[config.mk]
export PLATFORM = sky130hd
export DESIGN_NAME = cov_div
export DESIGN_NICKNAME = d
export VERILOG_FILES = /design/src/rtl/core/cov_pkg.sv /design/src/rtl/core/cov_div.sv
export SDC_FILE = /design/constraint.sdc
export NUM_CORES = 1
export LEC_CHECK = 0
export CORE_ASPECT_RATIO = 0.6
export CORE_UTILIZATION = 55
export DETAILED_ROUTE_END_ITERATION = 10
export DONT_BUFFER_PORTS = 1
export PLACE_DENSITY = 0.7
export SYNTH_ARGS = -nofsm -noshare
export SYNTH_HDL_FRONTEND = slang
export SYNTH_SLANG_ARGS = --single-unit
[constraint.sdc]
create_clock -name i_clk -period 4.6 [get_ports i_clk]
set_input_delay 0.46 -clock i_clk [delete_from_list [all_inputs] [get_ports i_clk]]
set_output_delay 0.46 -clock i_clk [all_outputs]
set_load 0.01 [all_outputs]
[src/rtl/core/cov_pkg.sv]
// ----------------------------------------------------------------------------
// cov_pkg
// Shared constants and widths for the covariance matrix block.
// ----------------------------------------------------------------------------
package cov_pkg;

    localparam int MAX_VARS    = 8;
    localparam int MAX_SAMPLES = 256;

    localparam int VAR_W   = (MAX_VARS > 1) ? $clog2(MAX_VARS) : 1;
    localparam int SMP_W   = (MAX_SAMPLES > 1) ? $clog2(MAX_SAMPLES) : 1;
    localparam int VCNT_W  = VAR_W + 1;         // effective variable count
    localparam int SCNT_W  = SMP_W + 1;         // effective sample count
    localparam int ADDR_W  = SMP_W + VAR_W;
    localparam int DEPTH   = 1 << ADDR_W;

    localparam int VAL_W   = 16;                // input word, Q7.8
    localparam int SUM_W   = VAL_W + SMP_W;
    localparam int DIFF_W  = VAL_W + 2;
    localparam int PROD_W  = 2 * DIFF_W;
    localparam int ACC_W   = PROD_W + SMP_W;
    localparam int OUT_W   = 2 * VAL_W + 2;     // 34-bit result
    localparam int IDX_W   = 3;                 // row/col field width

    localparam int CFG_VW  = 4;                 // var_count register width
    localparam int CFG_SW  = 9;                 // sample_count register width
    localparam int CFG_W   = 9;
    localparam int CFG_AW  = 1;

    localparam logic [CFG_AW-1:0] CFG_VARS = 1'd0;
    localparam logic [CFG_AW-1:0] CFG_SMPS = 1'd1;

endpackage

[src/rtl/core/cov_div.sv]
// ----------------------------------------------------------------------------
// cov_div
// Restoring divider, one quotient bit per cycle, truncates toward zero.
// ----------------------------------------------------------------------------
module cov_div
    import cov_pkg::*;
(
    input  logic                    i_clk,
    input  logic                    i_rst_n,
    input  logic                    i_start,
    input  logic signed [ACC_W-1:0] i_dividend,
    input  logic [SCNT_W-1:0]       i_divisor,
    output logic                    o_done,
    output logic signed [ACC_W-1:0] o_quot
);

    localparam int CNT_W = $clog2(ACC_W + 1);

    logic              r_busy, r_done, r_neg;
    logic [CNT_W-1:0]  r_cnt;
    logic [SCNT_W-1:0] r_div;
    logic [SCNT_W-1:0] r_rem;
    logic [ACC_W-1:0]  r_quo;

    logic [SCNT_W:0]   trial;
    logic              ge;

    always_comb begin
        trial = {r_rem, r_quo[ACC_W-1]};
        ge    = trial >= {1'b0, r_div};
    end

    always_ff @(posedge i_clk) begin
        if (!i_rst_n) begin
            r_busy <= 1'b0;
            r_done <= 1'b0;
        end else begin
            r_done <= 1'b0;
            if (i_start) begin
                r_busy <= 1'b1;
                r_cnt  <= CNT_W'(ACC_W);
                r_neg  <= i_dividend[ACC_W-1];
                r_quo  <= i_dividend[ACC_W-1] ? -i_dividend : i_dividend;
                r_rem  <= '0;
                r_div  <= i_divisor;
            end else if (r_busy) begin
                r_rem <= ge ? SCNT_W'(trial - {1'b0, r_div}) : trial[SCNT_W-1:0];
                r_quo <= {r_quo[ACC_W-2:0], ge};
                r_cnt <= r_cnt - 1'b1;
                if (r_cnt == CNT_W'(1)) begin
                    r_busy <= 1'b0;
                    r_done <= 1'b1;
                end
            end
        end
    end

    assign o_done = r_done;
    assign o_quot = r_neg ? -$signed(r_quo) : $signed(r_quo);

endmodule

==> flow_summary.json <==
{
  "route.detailed.drc": 0,
  "clock_tree.buffer_depth": 2,
  "via_per_inst": 6.312,
  "worstPathMaxFanout": 7,
  "period_minus_slack_ps": 3665,
  "reg2reg_from": "r_quo[43]",
  "die-area_um2": 9674,
  "synth_top_area_share": 0.4063,
  "cap_viol_max_count": 0,
  "avgSynthCellArea_um2": 9.392,
  "crit_buf_inv": 0,
  "synth.top_cells.by_count": "edfxtp_1 (69), nor2_1 (68), xnor2_1 (51)",
  "min_path_cells": 1,
  "first_iter_violations": 437,
  "grt_setup_unrepaired": "no",
  "worst_hold_startpoint": "i_start",
  "yosysTopAreaCell": "edfxtp_1",
  "r2r-end": "r_rem[4]",
  "grt_max_degree": 105,
  "antenna_found_initial": 0,
  "cts_tree": "yes",
  "grt_first_pass_wirelength_um": 19780,
  "synth_most_common_cell": "edfxtp_1",
  "synth_warnings": 0,
  "hp-class": "input pin to flop",
  "grt_overflow": 0,
  "grt_pass1_vias": 3640,
  "totalPowerFinal_w": 0.001862,
  "cts_buffers": 9,
  "worst_slew_pin_slew_ps": 833.2,
  "grt-busiest-layer": "met1",
  "finalCritPeriodShare": 0.7968,
  "grtUsageMet1": 0.3942,
  "finalWirelength_um": 12280,
  "arrival_ps": 3210,
  "status": "complete, no violations",
  "slew_headroom": 0.4399,
  "antenna_cells": 0,
  "yosys-top-cells-area": "edfxtp_1 (41%), xnor2_1 (8.8%), xor2_1 (6.5%)",
  "required_ps": 4140,
  "cp_slowest_stage_delay_ps": 620,
  "drive_gt1_frac": 0.05607,
  "die_h_um": 76.59,
  "postCtsHoldBufs": 0,
  "r2r_slack_ps": 1780,
  "dp_hpwl_um": 8907,
  "cts-resized-gates": 0,
  "cts-htree-levels": 3,
  "async_flop_share": 0,
  "setup_tns_ps": 0,
  "synth_ff_type": "edfxtp_1",
  "post-cts-setup-buffer-count": 0,
  "use_met2": 0.3685,
  "startpoint_type": "flop",
  "ys_seq_area_frac": 0.4141,
  "clkSlewWorstSetupHoldPaths_ps": 60,
  "slew_viol_final": 0,
  "die_x_um": 126.3,
  "r2r_cells": 10,
  "core.rowCount": 26,
  "gp_congestion": 0.9079,
  "synth_nets": 613,
  "path_cells": "nor4_1 > nand2_1 > or3_1 > or4_1 > o41ai_4 > xnor2_1",
  "p_per_area_nw_per_um2": 341.6,
  "hold_viol": 0,
  "cts_num_sinks": 71,
  "drt_first_pass_iters": 5,
  "crit_type": "flop to output port",
  "hold_end": "o_done",
  "start_util": 0.5828,
  "clockRootBuffer": "clkbuf_16",
  "ys_types": 49,
  "grtUsageTotal": 0.2707,
  "critPathSlowestCell": "nor4_1",
  "nNetsFinal": 600,
  "wl_per_cell_um": 18.98,
  "peakVddDrop_mv": 0.1687,
  "syn2layout_area_growth_pct": 6.894,
  "crit_cells": 6,
  "skew_ps": 5.362,
  "cp-end-kind": "output port",
  "numPortBuffers": 0,
  "fp.coreArea_um2": 8751,
  "syn_inst": 543,
  "leakage_nw": 1.840,
  "fmax_mhz": 272.8,
  "clk_latency_ps": 340,
  "setup_viol": 0,
  "vias": 4084,
  "crit_family": "simple AND/OR/NAND/NOR gates",
  "yosys_register_bits": 71,
  "syn-cell-area_um2": 5100,
  "io_pins": 101,
  "ant_nets": 0,
  "synth_edf_count": 69,
  "use_met3": 0.09410
}
## cells by family (layout without fill, tap and decap cells)
group,count (synthesis),after routing,synth area share
AO/OA/AOI/OAI,131,131,0.1656
XOR/XNOR,89,89,0.1528
adder cells (fa/ha/maj),14,14,0.03582
buffers and inverters,45,37,0.03410
flip-flops,71,71,0.4141
multiplexers,8,8,0.01619
AND/OR/NAND/NOR,185,185,0.1813
## report_power, final
group,switching [W],total (W),internal [W]
Clock,0.000283,0.000703,0.000420
Sequential,0.0000473,0.000823,0.000776
Combinational,0.000198,0.000336,0.000138
## final cells by class
| type | instances | area (µm²) |
|---|---|---|
| Fill cell | 732 | 3299 |
| Multi-Input combinational cell | 427 | 2815 |
| Sequential cell | 71 | 2112 |
| Clock buffer | 9 | 225.2 |
| Tap cell | 112 | 140.1 |
| Clock inverter | 7 | 72.57 |
| Inverter | 19 | 71.32 |
| Timing Repair Buffer | 2 | 15.01 |
## worst max path at each step
| stage | startpoint | endpoint | slack (ps) |
|---|---|---|---|
| global route | r_quo[5] | o_quot[32] | 730 |
| finish | r_quo[5] | o_quot[32] | 930 |
| global placement | r_quo[5] | o_quot[32] | 1450 |
| floorplan | r_quo[8] | o_quot[32] | 1650 |
| detailed placement | r_quo[5] | o_quot[32] | 1330 |
| CTS | r_quo[5] | o_quot[32] | 950 |
## routing by layer
layer  up-vias  share of wire
met5         -              0
met4         0          0.021
li1       1966              -
met1      1878           0.47
met2       213           0.40
met3        27           0.11
## worst reg2reg max path, stage by stage (launching register included)
cell and delay (ps):
edfxtp_1 440, inv_1 80, ha_1 170, inv_1 60
fa_1 410, nand3_1 150, a21oi_1 130, o31a_1 340
or2_0 460, mux2i_1 290, nor2_1 50
## stage by stage
stage	cell area [µm²]	hold WS, ps	utilization	cells	worst slack, ps
2_1_floorplan	5100	421.4	-	543	1646
3_3_place_gp	5154	433.6	0.5889	631	1448
3_5_place_dp	5154	437.4	0.5889	631	1329
4_1_cts	5451	189.5	0.6230	647	949.6
5_1_grt	5451	181.5	0.6230	647	734.0
6_report	5451	207.2	0.6230	647	934.9
## registers in the layout, summed over array words and instances, names as in the netlist
signal  flops
r_rem       9
r_quo      44
r_neg       1
r_div       9
r_cnt       6
r_busy      1
o_done      1
## layout by cell type, fill, tap and decap left out, types with 4 or more instances in the layout
| master | n |
|---|---|
| o31ai_1 | 23 |
| inv_1 | 19 |
| o21ai_1 | 13 |
| o21ai_0 | 16 |
| or2_2 | 4 |
| mux2i_1 | 6 |
| o21a_1 | 4 |
| nand2b_1 | 8 |
| nor2_1 | 68 |
| edfxtp_1 | 69 |
| or3_1 | 20 |
| nand2_1 | 32 |
| xnor2_1 | 51 |
| a21oi_1 | 47 |
| xor2_1 | 38 |
| clkbuf_16 | 9 |
| nand3b_1 | 6 |
| nand3_1 | 8 |
| nor3_1 | 9 |
| nor4_1 | 9 |
| o41ai_1 | 13 |
| or4_1 | 8 |
| ha_1 | 13 |
Power figures use the tool's default switching activity.
