==> config.mk <==
export PLATFORM = sky130hd
export DESIGN_NAME = cov_mac
export DESIGN_NICKNAME = d
export VERILOG_FILES = /design/src/rtl/core/cov_pkg.sv /design/src/rtl/core/cov_mac.sv
export SDC_FILE = /design/constraint.sdc
export NUM_CORES = 1
export LEC_CHECK = 0
export ABC_AREA = 1
export BUFFER_PORTS_ARGS = -buffer_cell sky130_fd_sc_hd__buf_2
export CELL_PAD_IN_SITES_DETAIL_PLACEMENT = 0
export CELL_PAD_IN_SITES_GLOBAL_PLACEMENT = 1
export CORE_ASPECT_RATIO = 1.5
export CORE_MARGIN = 4
export CORE_UTILIZATION = 45
export CTS_CLUSTER_DIAMETER = 40
export DETAILED_ROUTE_END_ITERATION = 6
export HOLD_SLACK_MARGIN = 0.03
export PLACE_DENSITY_LB_ADDON = 0.1
export REMOVE_ABC_BUFFERS = 1
export SYNTH_ARGS = -nofsm -noshare
export SYNTH_HDL_FRONTEND = slang
export SYNTH_SLANG_ARGS = --single-unit
==> constraint.sdc <==
create_clock -name i_clk -period 13.4 [get_ports i_clk]
set_input_delay 0.67 -clock i_clk [delete_from_list [all_inputs] [get_ports i_clk]]
set_output_delay 0.67 -clock i_clk [all_outputs]
set_load 0.02 [all_outputs]
==> src/rtl/core/cov_pkg.sv <==
// ----------------------------------------------------------------------------
// cov_pkg
// Shared constants and widths for the covariance matrix block.
// ----------------------------------------------------------------------------
package cov_pkg;

    localparam int MAX_VARS    = 8;
    localparam int MAX_SAMPLES = 256;

    localparam int VAR_W   = (MAX_VARS > 1) ? $clog2(MAX_VARS) : 1;
    localparam int SMP_W   = (MAX_SAMPLES > 1) ? $clog2(MAX_SAMPLES) : 1;
    localparam int VCNT_W  = VAR_W + 1;         // effective variable count
    localparam int SCNT_W  = SMP_W + 1;         // effective sample count
    localparam int ADDR_W  = SMP_W + VAR_W;
    localparam int DEPTH   = 1 << ADDR_W;

    localparam int VAL_W   = 16;                // input word, Q7.8
    localparam int SUM_W   = VAL_W + SMP_W;
    localparam int DIFF_W  = VAL_W + 2;
    localparam int PROD_W  = 2 * DIFF_W;
    localparam int ACC_W   = PROD_W + SMP_W;
    localparam int OUT_W   = 2 * VAL_W + 2;     // 34-bit result
    localparam int IDX_W   = 3;                 // row/col field width

    localparam int CFG_VW  = 4;                 // var_count register width
    localparam int CFG_SW  = 9;                 // sample_count register width
    localparam int CFG_W   = 9;
    localparam int CFG_AW  = 1;

    localparam logic [CFG_AW-1:0] CFG_VARS = 1'd0;
    localparam logic [CFG_AW-1:0] CFG_SMPS = 1'd1;

endpackage

==> src/rtl/core/cov_mac.sv <==
// ----------------------------------------------------------------------------
// cov_mac
// Centering, multiply and accumulate pipeline for one covariance entry.
// ----------------------------------------------------------------------------
module cov_mac
    import cov_pkg::*;
(
    input  logic                    i_clk,
    input  logic                    i_rst_n,
    input  logic                    i_clr,
    input  logic                    i_vld,
    input  logic signed [VAL_W-1:0] i_a,
    input  logic signed [VAL_W-1:0] i_b,
    input  logic signed [VAL_W-1:0] i_ma,
    input  logic signed [VAL_W-1:0] i_mb,
    output logic signed [ACC_W-1:0] o_acc,
    output logic                    o_busy
);

    logic                     r_v1, r_v2;
    logic signed [DIFF_W-1:0] r_da, r_db;
    logic signed [PROD_W-1:0] r_prod;
    logic signed [ACC_W-1:0]  r_acc;

    always_ff @(posedge i_clk) begin
        if (!i_rst_n) begin
            r_v1 <= 1'b0;
            r_v2 <= 1'b0;
        end else begin
            r_v1 <= i_vld;
            r_v2 <= r_v1;
        end
    end

    always_ff @(posedge i_clk) begin
        r_da   <= DIFF_W'(i_a) - DIFF_W'(i_ma);
        r_db   <= DIFF_W'(i_b) - DIFF_W'(i_mb);
        r_prod <= PROD_W'(r_da) * PROD_W'(r_db);
        if (i_clr) begin
            r_acc <= '0;
        end else if (r_v2) begin
            r_acc <= r_acc + ACC_W'(r_prod);
        end
    end

    assign o_acc  = r_acc;
    assign o_busy = r_v1 | r_v2;

endmodule
==> impl_metrics.tcl, run 1 <==
set metrics [dict create \
    synthTopCellsByArea "fa_1, inv_1, nand2_1, dfxtp_1, ha_1" \
    syn_to_final_growth_pct 7.89 \
    globalRouteOverflowTotal 0 \
    wire_per_inst_um 16.7 \
    portBuffers 112 \
    synthMuxAreaShare_pct 0 \
    yosys.area.top_type "fa_1" \
    final_layout_size_suffix_gt1_share_pct 6.82 \
    relSlewSlack_pct 30.0 \
    clk_pin_slew_worst_paths_ns 0.07 \
    cts_tree "done" \
    fp.dieH_um 263 \
    yosysSeqAreaShare_pct 11.7 \
    synthesis.area_mm2 0.0195 \
    crit_chain "nand2_1 > inv_1 > fa_1 > fa_1 > inv_1 > fa_1 > fa_1 > fa_1 > fa_1 > inv_1 > ha_1 > nand2_1 > inv_1 > nand3_1 > nor3_1 > nand3_1 > o2111ai_1 > xor2_1" \
    antenna_cells 0 \
    synth_compound_area_share_pct 7.38 \
    antenna_found_initial 0 \
    post_cts_buffers 0 \
    path_common_cell "fa_1" \
    ff_latch_area_mm2 0.00228 \
    drt-pass1-iter-count 5 \
    ant_nets 0 \
    clock_path_buffers 2 \
    worst_pin_slew_ns 1.05 \
    synth_cells 2724 \
    grt_pass1_vias 17800 \
    cts_resized 0 \
    vias_per_cell 4.91 \
    multi_input_area_mm2 0.0142 \
    setup_tns_ns 0 \
    htreeDepth 4 \
    synth_top_family_by_area "adder cells" \
    synth_edf_count 0 \
    min_period_ns 6.77 \
    ys_warn_count 0 \
    yosysMostFrequentCell "inv_1" \
    drc_errors 0 \
    crit_path_top_delay_cell "fa_1" \
    crit_path_max_fanout 17 \
    fp-row-count 93 \
    outcome "finished, final reports clean" \
    path_class "flip-flop to flip-flop" \
    ys_seq_elements 114 \
    postSynthAreaPerCell_um2 7.17 \
    track_usage_pct 24.9 \
    synth_xor_area_share_pct 3.41 \
    yosys-top-cells-count "inv_1, nand2_1, fa_1" \
    fillers 4450 \
    grt_pass1_wl_um 91300 \
    clock-sinks 114 \
    synthArstFlopShare_pct 0 \
    slew_violations 0 \
    end_kind "flip-flop" \
    fin_skew_ns 0.0150 \
    core_mm2 0.0429 \
    arrival_ns 7.14 \
    io_pins 113 \
    grt_max_degree 73 \
    dp_hpwl_um 48400 \
    setup_viol 0 \
    drt-initial-drc-count 792 \
    dieWidth_um 178 \
    yosysUniqueCellTypes 49 \
    postCtsHoldBufs 0 \
    timing.fmax_mhz 148 \
    initial_utilization_pct 45.5 \
    hold_viol_final 0 \
    synth_fa_ha_area_share_pct 40.9 \
    synth-simple-area-share_pct 21.0 \
    synth_ff_type "dfxtp_1" \
    crit_required_ns 13.77 \
    holdCritPathClass "input port to flip-flop" \
    vias 16500 \
    r2r_slack_ns 6.63 \
    fin_nets 3302 \
    critPathMaxStageDelay_ns 0.85 \
    cts_buffers 17 \
    cts-root-buf "clkbuf_16" \
    dieArea_mm2 0.0469 \
    cap_viol_max_count 0 \
    clk_latency_ns 0.44 \
    crit_path_start_kind "flip-flop" \
    wirelength_um 56100 \
    rsz0062_at_grt "no" \
    place.gp.congestion 0.994 \
    finalCritPeriodShare_pct 50.5 \
    synth_top_cell_area_share_pct 30.6 \
]
[logic make-up after synthesis]
family,after synthesis
simple gates,1019
buf+inv,812
fa+ha+maj,459
compound gates,244
flops,114
xor+xnor,76
[final timing paths]
| check | startpoint | endpoint | cells after the start |
|---|---|---|---|
| max | r_db[2] | r_prod[31] | 18 |
| min | i_vld | r_v1 | 3 |
| max reg2reg | r_db[2] | r_prod[31] | 18 |
| min reg2reg | r_v1 | r_v2 | 2 |
[stage by stage]
step	setup slack [ns]	cell area [um^2]	hold WS [ns]	utilization, %	cells
floorplan	8.01	19200	0.400	-	2643
global placement	6.73	20500	0.412	47.8	3326
detailed placement	6.66	20500	0.409	47.8	3326
CTS	6.63	21100	0.385	49.1	3357
global route	6.28	21100	0.398	49.1	3357
finish	6.63	21100	0.405	49.1	3357
[layout make-up]
cell class                      instances  area share (%)
Tap cell                              570            3.38
Multi-Input combinational cell       1798            67.4
Inverter                              731            13.0
Clock buffer                           18            2.08
Clock inverter                         13           0.594
Sequential cell                       114            10.8
Timing Repair Buffer                  113            2.70
[registers in the layout, summed over array words and instances, names as in the netlist]
name / cells
o_acc: 44
r_v2: 1
r_da: 17
r_v1: 1
r_db: 17
r_prod: 34
[placed cells by master, fill, tap and decap left out, types with 3 or more instances in the layout]
cell       Yosys  routed
nand3_1       77      77
a31oi_1        9       9
o31ai_1        3       3
nand4_1       22      22
fa_1         299     299
o21bai_1      14      14
inv_6          0       5
clkinv_4       0       3
nor2_1       226     226
xor2_1        49      49
ha_1         160     160
buf_2          1     112
o21ai_0       65      65
o21ai_2        3       3
inv_1        729     729
o21ai_1       11      11
a21oi_1       98      98
a21o_1         9       9
nand3_2        3       3
nand2_1      652     652
o2111ai_1      4       4
clkbuf_16      0      17
a21oi_2        6       6
xnor2_1       27      27
a211oi_1       4       4
or2_2          6       6
dfxtp_1      114     113
nand2_2       12      12
nor3_1         9       9
a21boi_2       4       4
[worst max-delay path, delay by kind of cell, from the launching register on]
| family | cells | cell delay (ns) |
|---|---|---|
| adders and majority gates | 7 | 3.70 |
| and+or+nand+nor | 5 | 1.37 |
| DFF | 1 | 0.81 |
| buffers and inverters | 4 | 0.43 |
| AOI/OAI and AO/OA | 1 | 0.22 |
| xor gates and xnor gates | 1 | 0.17 |
[metal layers]
layer	global-route usage, %	wire [um]	up-vias	share of wire, %
met5	0	0	-	0
met1	25.9	20400	7883	36
met4	12.2	3190	0	5.7
li1	-	-	8110	-
met2	48.4	30900	378	55
met3	2.47	1680	119	3.0
Power of run 1 is left out: the tool's default activity adds up to more than one toggle a clock period on the data nets, which glitch-free logic cannot reach.
==> run 2, diff against run 1 <==
--- a/config.mk
+++ b/config.mk
@@ -11,7 +11,7 @@
 export CELL_PAD_IN_SITES_GLOBAL_PLACEMENT = 1
 export CORE_ASPECT_RATIO = 1.5
 export CORE_MARGIN = 4
-export CORE_UTILIZATION = 45
+export CORE_UTILIZATION = 43
 export CTS_CLUSTER_DIAMETER = 40
 export DETAILED_ROUTE_END_ITERATION = 6
 export HOLD_SLACK_MARGIN = 0.03
==> constraint.sdc (replaced) <==
create_clock -name i_clk -period 6.2 [get_ports i_clk]
set_input_delay 0.31 -clock i_clk [delete_from_list [all_inputs] [get_ports i_clk]]
set_output_delay 0.31 -clock i_clk [all_outputs]
set_load 0.02 [all_outputs]
==> impl_metrics.tcl, run 2 (same netlist as run 1, synthesis figures left out) <==
set metrics [dict create \
    outcome "finished, final reports clean" \
    final_layout_size_suffix_gt1_share_pct 8.83 \
    drt-initial-drc-count 673 \
    slew_violations 0 \
    fin_skew_ns 0.0148 \
    timing.fmax_mhz 169 \
    fin_nets 3357 \
    htreeDepth 4 \
    layout_common_cells "inv_1, nand2_1, fa_1, nor2_1, ha_1" \
    cts_buffers 17 \
    dieArea_mm2 0.0490 \
    setup_tns_ns 0 \
    wire_per_inst_um 16.6 \
    crit_required_ns 6.53 \
    holdCritPathClass "input port to flip-flop" \
    path_common_cell "fa_1" \
    core_mm2 0.0449 \
    relSlewSlack_pct 31.9 \
    antenna_cells 0 \
    min_period_ns 5.93 \
    grt_max_degree 73 \
    largest_reg_flops 44 \
    cpLargestDelayFamily "adder cells" \
    dieWidth_um 182 \
    worst_slack_ns 0.267 \
    drt-pass1-iter-count 5 \
    final_util_pct 48.0 \
    clock-sinks 114 \
    critPathMaxStageDelay_ns 0.73 \
    dp_hpwl_um 49500 \
    finalCritPeriodShare_pct 95.7 \
    crit_path_top_delay_cell "dfxtp_1" \
    setup_viol 0 \
    io_pins 113 \
    antenna_found_initial 0 \
    fp.dieH_um 269 \
    clock_path_buffers 2 \
    wirelength_um 56800 \
    final_common_cell "inv_1" \
    hold_viol_final 0 \
    clk_pin_slew_worst_paths_ns 0.08 \
    post_cts_buffers 0 \
    ant_nets 0 \
    end_kind "flip-flop" \
    fin_hold_ws_ns 0.0631 \
    vias_per_cell 4.84 \
    cap_viol_max_count 0 \
    cts_tree "done" \
    initial_utilization_pct 43.5 \
    worst_pin_slew_ns 1.02 \
    globalRouteOverflowTotal 0 \
    portBuffers 112 \
    path_class "flip-flop to flip-flop" \
    drc_errors 0 \
    place.gp.congestion 0.944 \
    grt_pass1_wl_um 91300 \
    dpl_worst_slack_ns 0.148 \
    cts-root-buf "clkbuf_16" \
    critPathBufInv 3 \
    grt_pass1_vias 17700 \
    crit_path_max_fanout 14 \
    track_usage_pct 23.8 \
    clk_latency_ns 0.45 \
    arrival_ns 6.26 \
    rsz0062_at_grt "no" \
    syn_to_final_growth_pct 10.4 \
    vias 16600 \
    crit_chain "nand2_1 > fa_1 > inv_1 > fa_1 > fa_1 > fa_1 > fa_1 > inv_1 > fa_1 > inv_1 > ha_1 > a21oi_1 > o21ai_0 > a21o_1 > a211oi_1 > nand2_1 > nand2_1 > nand2_1" \
    crit_path_start_kind "flip-flop" \
    fp-row-count 95 \
]
==> run 2: changes by cell type in the layout (fill, tap and decap cells not counted), sizes merged <==
cell	before	now
buf	113	167
bufinv	1	2
clkbuf	18	17
clkinv	5	3
clkinvlp	2	1
dlygate4sd3	0	1
inv	736	740
==> run 2: area by class of cell <==
| type | instances | area [um^2] |
|---|---|---|
| timing repair buffer | 168 | 983 |
| multi-input combinational | 1798 | 14200 |
| sequential | 114 | 2290 |
| fill | 4692 | 23400 |
| tap | 582 | 728 |
| clock buffer | 17 | 425 |
| inverter | 731 | 2740 |
| clock inverter | 15 | 190 |
==> run 2: path summary, 6_finish.rpt <==
| kind | startpoint | slack (ns) | end | cells after the start |
|---|---|---|---|---|
| setup / recovery | r_db[11] | 0.27 | r_prod[29] | 18 |
| hold / removal | i_rst_n | 0.06 | r_v1 | 3 |
| hold reg to reg | r_v1 | 0.43 | r_v2 | 2 |
| setup reg to reg | r_db[11] | 0.27 | r_prod[29] | 18 |
==> run 2: per-layer routing <==
layer / vias to the layer above / track usage [%] / share of wire (%)
li1: 8227 / - / -
met1: 7942 / 24.3 / 37
met2: 314 / 48.5 / 56
met3: 105 / 2.12 / 2.3
met4: 0 / 10.5 / 4.6
met5: - / 0 / 0
==> run 2: worst reg2reg max path, stage by stage (launching register included) <==
cell	delay [ns]
dfxtp_1	0.73
nand2_1	0.18
fa_1	0.56
inv_1	0.05
fa_1	0.48
fa_1	0.55
fa_1	0.44
fa_1	0.49
inv_1	0.05
fa_1	0.47
inv_1	0.04
ha_1	0.33
a21oi_1	0.24
o21ai_0	0.22
a21o_1	0.22
a211oi_1	0.52
nand2_1	0.11
nand2_1	0.08
nand2_1	0.05
==> run 2: through the flow <==
step                      cells  area, um^2
after global routing       3425       21600
after floorplan            2643       19200
final                      3425       21600
after global placement     3392       20900
after CTS                  3425       21600
after detailed placement   3392       20900
==> run 2: repair_timing <==
action,in CTS,in global routing
setup endpoints to repair,0,1
hold endpoints to repair,1,0
hold buffers,1,0
gates resized for setup,0,6
Power of run 2 is left out for the same reason.
==> run 3, diff against run 2 <==
--- a/config.mk
+++ b/config.mk
@@ -11,7 +11,7 @@
 export CELL_PAD_IN_SITES_GLOBAL_PLACEMENT = 1
 export CORE_ASPECT_RATIO = 1.5
 export CORE_MARGIN = 4
-export CORE_UTILIZATION = 43
+export CORE_UTILIZATION = 45
 export CTS_CLUSTER_DIAMETER = 40
 export DETAILED_ROUTE_END_ITERATION = 6
 export HOLD_SLACK_MARGIN = 0.03
==> constraint.sdc (replaced) <==
create_clock -name i_clk -period 7.12 [get_ports i_clk]
set_input_delay 0.356 -clock i_clk [delete_from_list [all_inputs] [get_ports i_clk]]
set_output_delay 0.356 -clock i_clk [all_outputs]
set_load 0.02 [all_outputs]
==> impl_metrics.tcl, run 3 (same netlist as run 1, synthesis figures left out) <==
set metrics [dict create \
    hold_viol_final 0 \
    crit_path_start_kind "flip-flop" \
    clock-sinks 114 \
    stdcell_area_mm2 0.0212 \
    cts_buffers 17 \
    crit_chain "nand2_1 > inv_1 > fa_1 > fa_1 > inv_1 > fa_1 > fa_1 > fa_1 > fa_1 > inv_1 > ha_1 > nand2_1 > inv_1 > nand3_1 > nor3_1 > nand3_1 > o2111ai_1 > xor2_1" \
    final_util_pct 49.5 \
    min_period_ns 6.28 \
    grt_pass1_vias 17800 \
    crit_path_max_fanout 17 \
    reg2reg_to "r_prod[31]" \
    place.gp.congestion 0.920 \
    path_common_cell "fa_1" \
    min_path_cells 3 \
    fin_skew_ns 0.0118 \
    setup_viol 0 \
    r2r_slack_ns 0.84 \
    cts_resized 0 \
    r2r_start "r_db[3]" \
    clock_path_buffers 2 \
    clk_latency_ns 0.45 \
    slew_violations 0 \
    end_kind "flip-flop" \
    dp_hpwl_um 47700 \
    worst_pin_slew_ns 1.04 \
    io_pins 113 \
    fp.dieH_um 263 \
    vias_per_cell 4.91 \
    drt-pass1-iter-count 5 \
    setup_tns_ns 0 \
    cts_tree "done" \
    arrival_ns 6.65 \
    core_mm2 0.0429 \
    wirelength_um 55500 \
    ant_nets 0 \
    globalRouteOverflowTotal 0 \
    outcome "finished, final reports clean" \
    relSlewSlack_pct 30.8 \
    wire_per_inst_um 16.5 \
    dieWidth_um 178 \
    vias 16500 \
    clk_pin_slew_worst_paths_ns 0.07 \
    fin_nets 3313 \
    antenna_cells 0 \
    drt-initial-drc-count 803 \
    crit_required_ns 7.49 \
    final_layout_size_suffix_gt1_share_pct 7.18 \
    drc_errors 0 \
    timing.fmax_mhz 159 \
    initial_utilization_pct 45.5 \
    postCtsHoldBufs 0 \
    fp-row-count 93 \
    htreeDepth 4 \
    final_common_cell "inv_1" \
    critPathMaxStageDelay_ns 0.86 \
    finalCritPeriodShare_pct 88.2 \
    hold_start "i_vld" \
    dpl_cell_area_mm2 0.0206 \
    rsz0062_at_grt "no" \
    holdCritPathClass "input port to flip-flop" \
    cts-root-buf "clkbuf_16" \
    syn_to_final_growth_pct 8.70 \
    min_to "r_v1" \
    worstRegToRegCells 18 \
    grt_max_degree 73 \
    largest_reg_flops 44 \
    layout_common_cells "inv_1, nand2_1, fa_1, nor2_1, ha_1" \
    cap_viol_max_count 0 \
    crit_path_top_delay_cell "fa_1" \
    antenna_found_initial 0 \
    dieArea_mm2 0.0469 \
    track_usage_pct 24.5 \
    grt_pass1_wl_um 90500 \
    post_cts_buffers 0 \
    portBuffers 112 \
    path_class "flip-flop to flip-flop" \
]
## run 3: layout make-up
cell class | instances | area, um^2
Sequential cell | 114 | 2280
Fill cell | 4419 | 21700
Multi-Input combinational cell | 1798 | 14200
Clock inverter | 13 | 200
Clock buffer | 18 | 439
Inverter | 731 | 2740
Tap cell | 570 | 713
Timing Repair Buffer | 124 | 651
## run 3: routing by layer
layer / GRT usage [%] / share of wire (%) / up-vias
met5: 0 / 0 / -
li1: - / - / 8127
met4: 11.9 / 5.6 / 0
met1: 25.8 / 37 / 7901
met3: 2.70 / 3.4 / 123
met2: 47.2 / 54 / 390
## run 3: through the flow
stage | worst slack, ns | instances | hold WS [ns]
floorplan | 1.73 | 2643 | 0.400
global placement | 0.848 | 3337 | 0.411
detailed placement | 0.811 | 3337 | 0.417
global route | 0.504 | 3368 | 0.102
finish | 0.841 | 3368 | 0.0957
CTS | 0.780 | 3368 | 0.0799
## run 3: worst max path at each step
stage                 start          to  slack (ns)  cells past startpoint
floorplan           r_db[2]  r_prod[33]        1.73                     21
global placement    r_db[2]  r_prod[31]        0.85                     18
detailed placement  r_db[2]  r_prod[31]        0.81                     18
CTS                 r_db[2]  r_prod[31]        0.78                     18
global route        r_db[2]  r_prod[31]        0.50                     18
finish              r_db[3]  r_prod[31]        0.84                     18
## run 3: worst max-delay path, delay by kind of cell (launching register included)
kind	cells	cell delay, ns
and+or+nand+nor	5	0.93
xor gates and xnor gates	1	0.17
adders and majority gates	7	3.76
DFF	1	0.80
buffers and inverters	4	0.35
AOI/OAI and AO/OA	1	0.19
Power of run 3 is left out for the same reason.
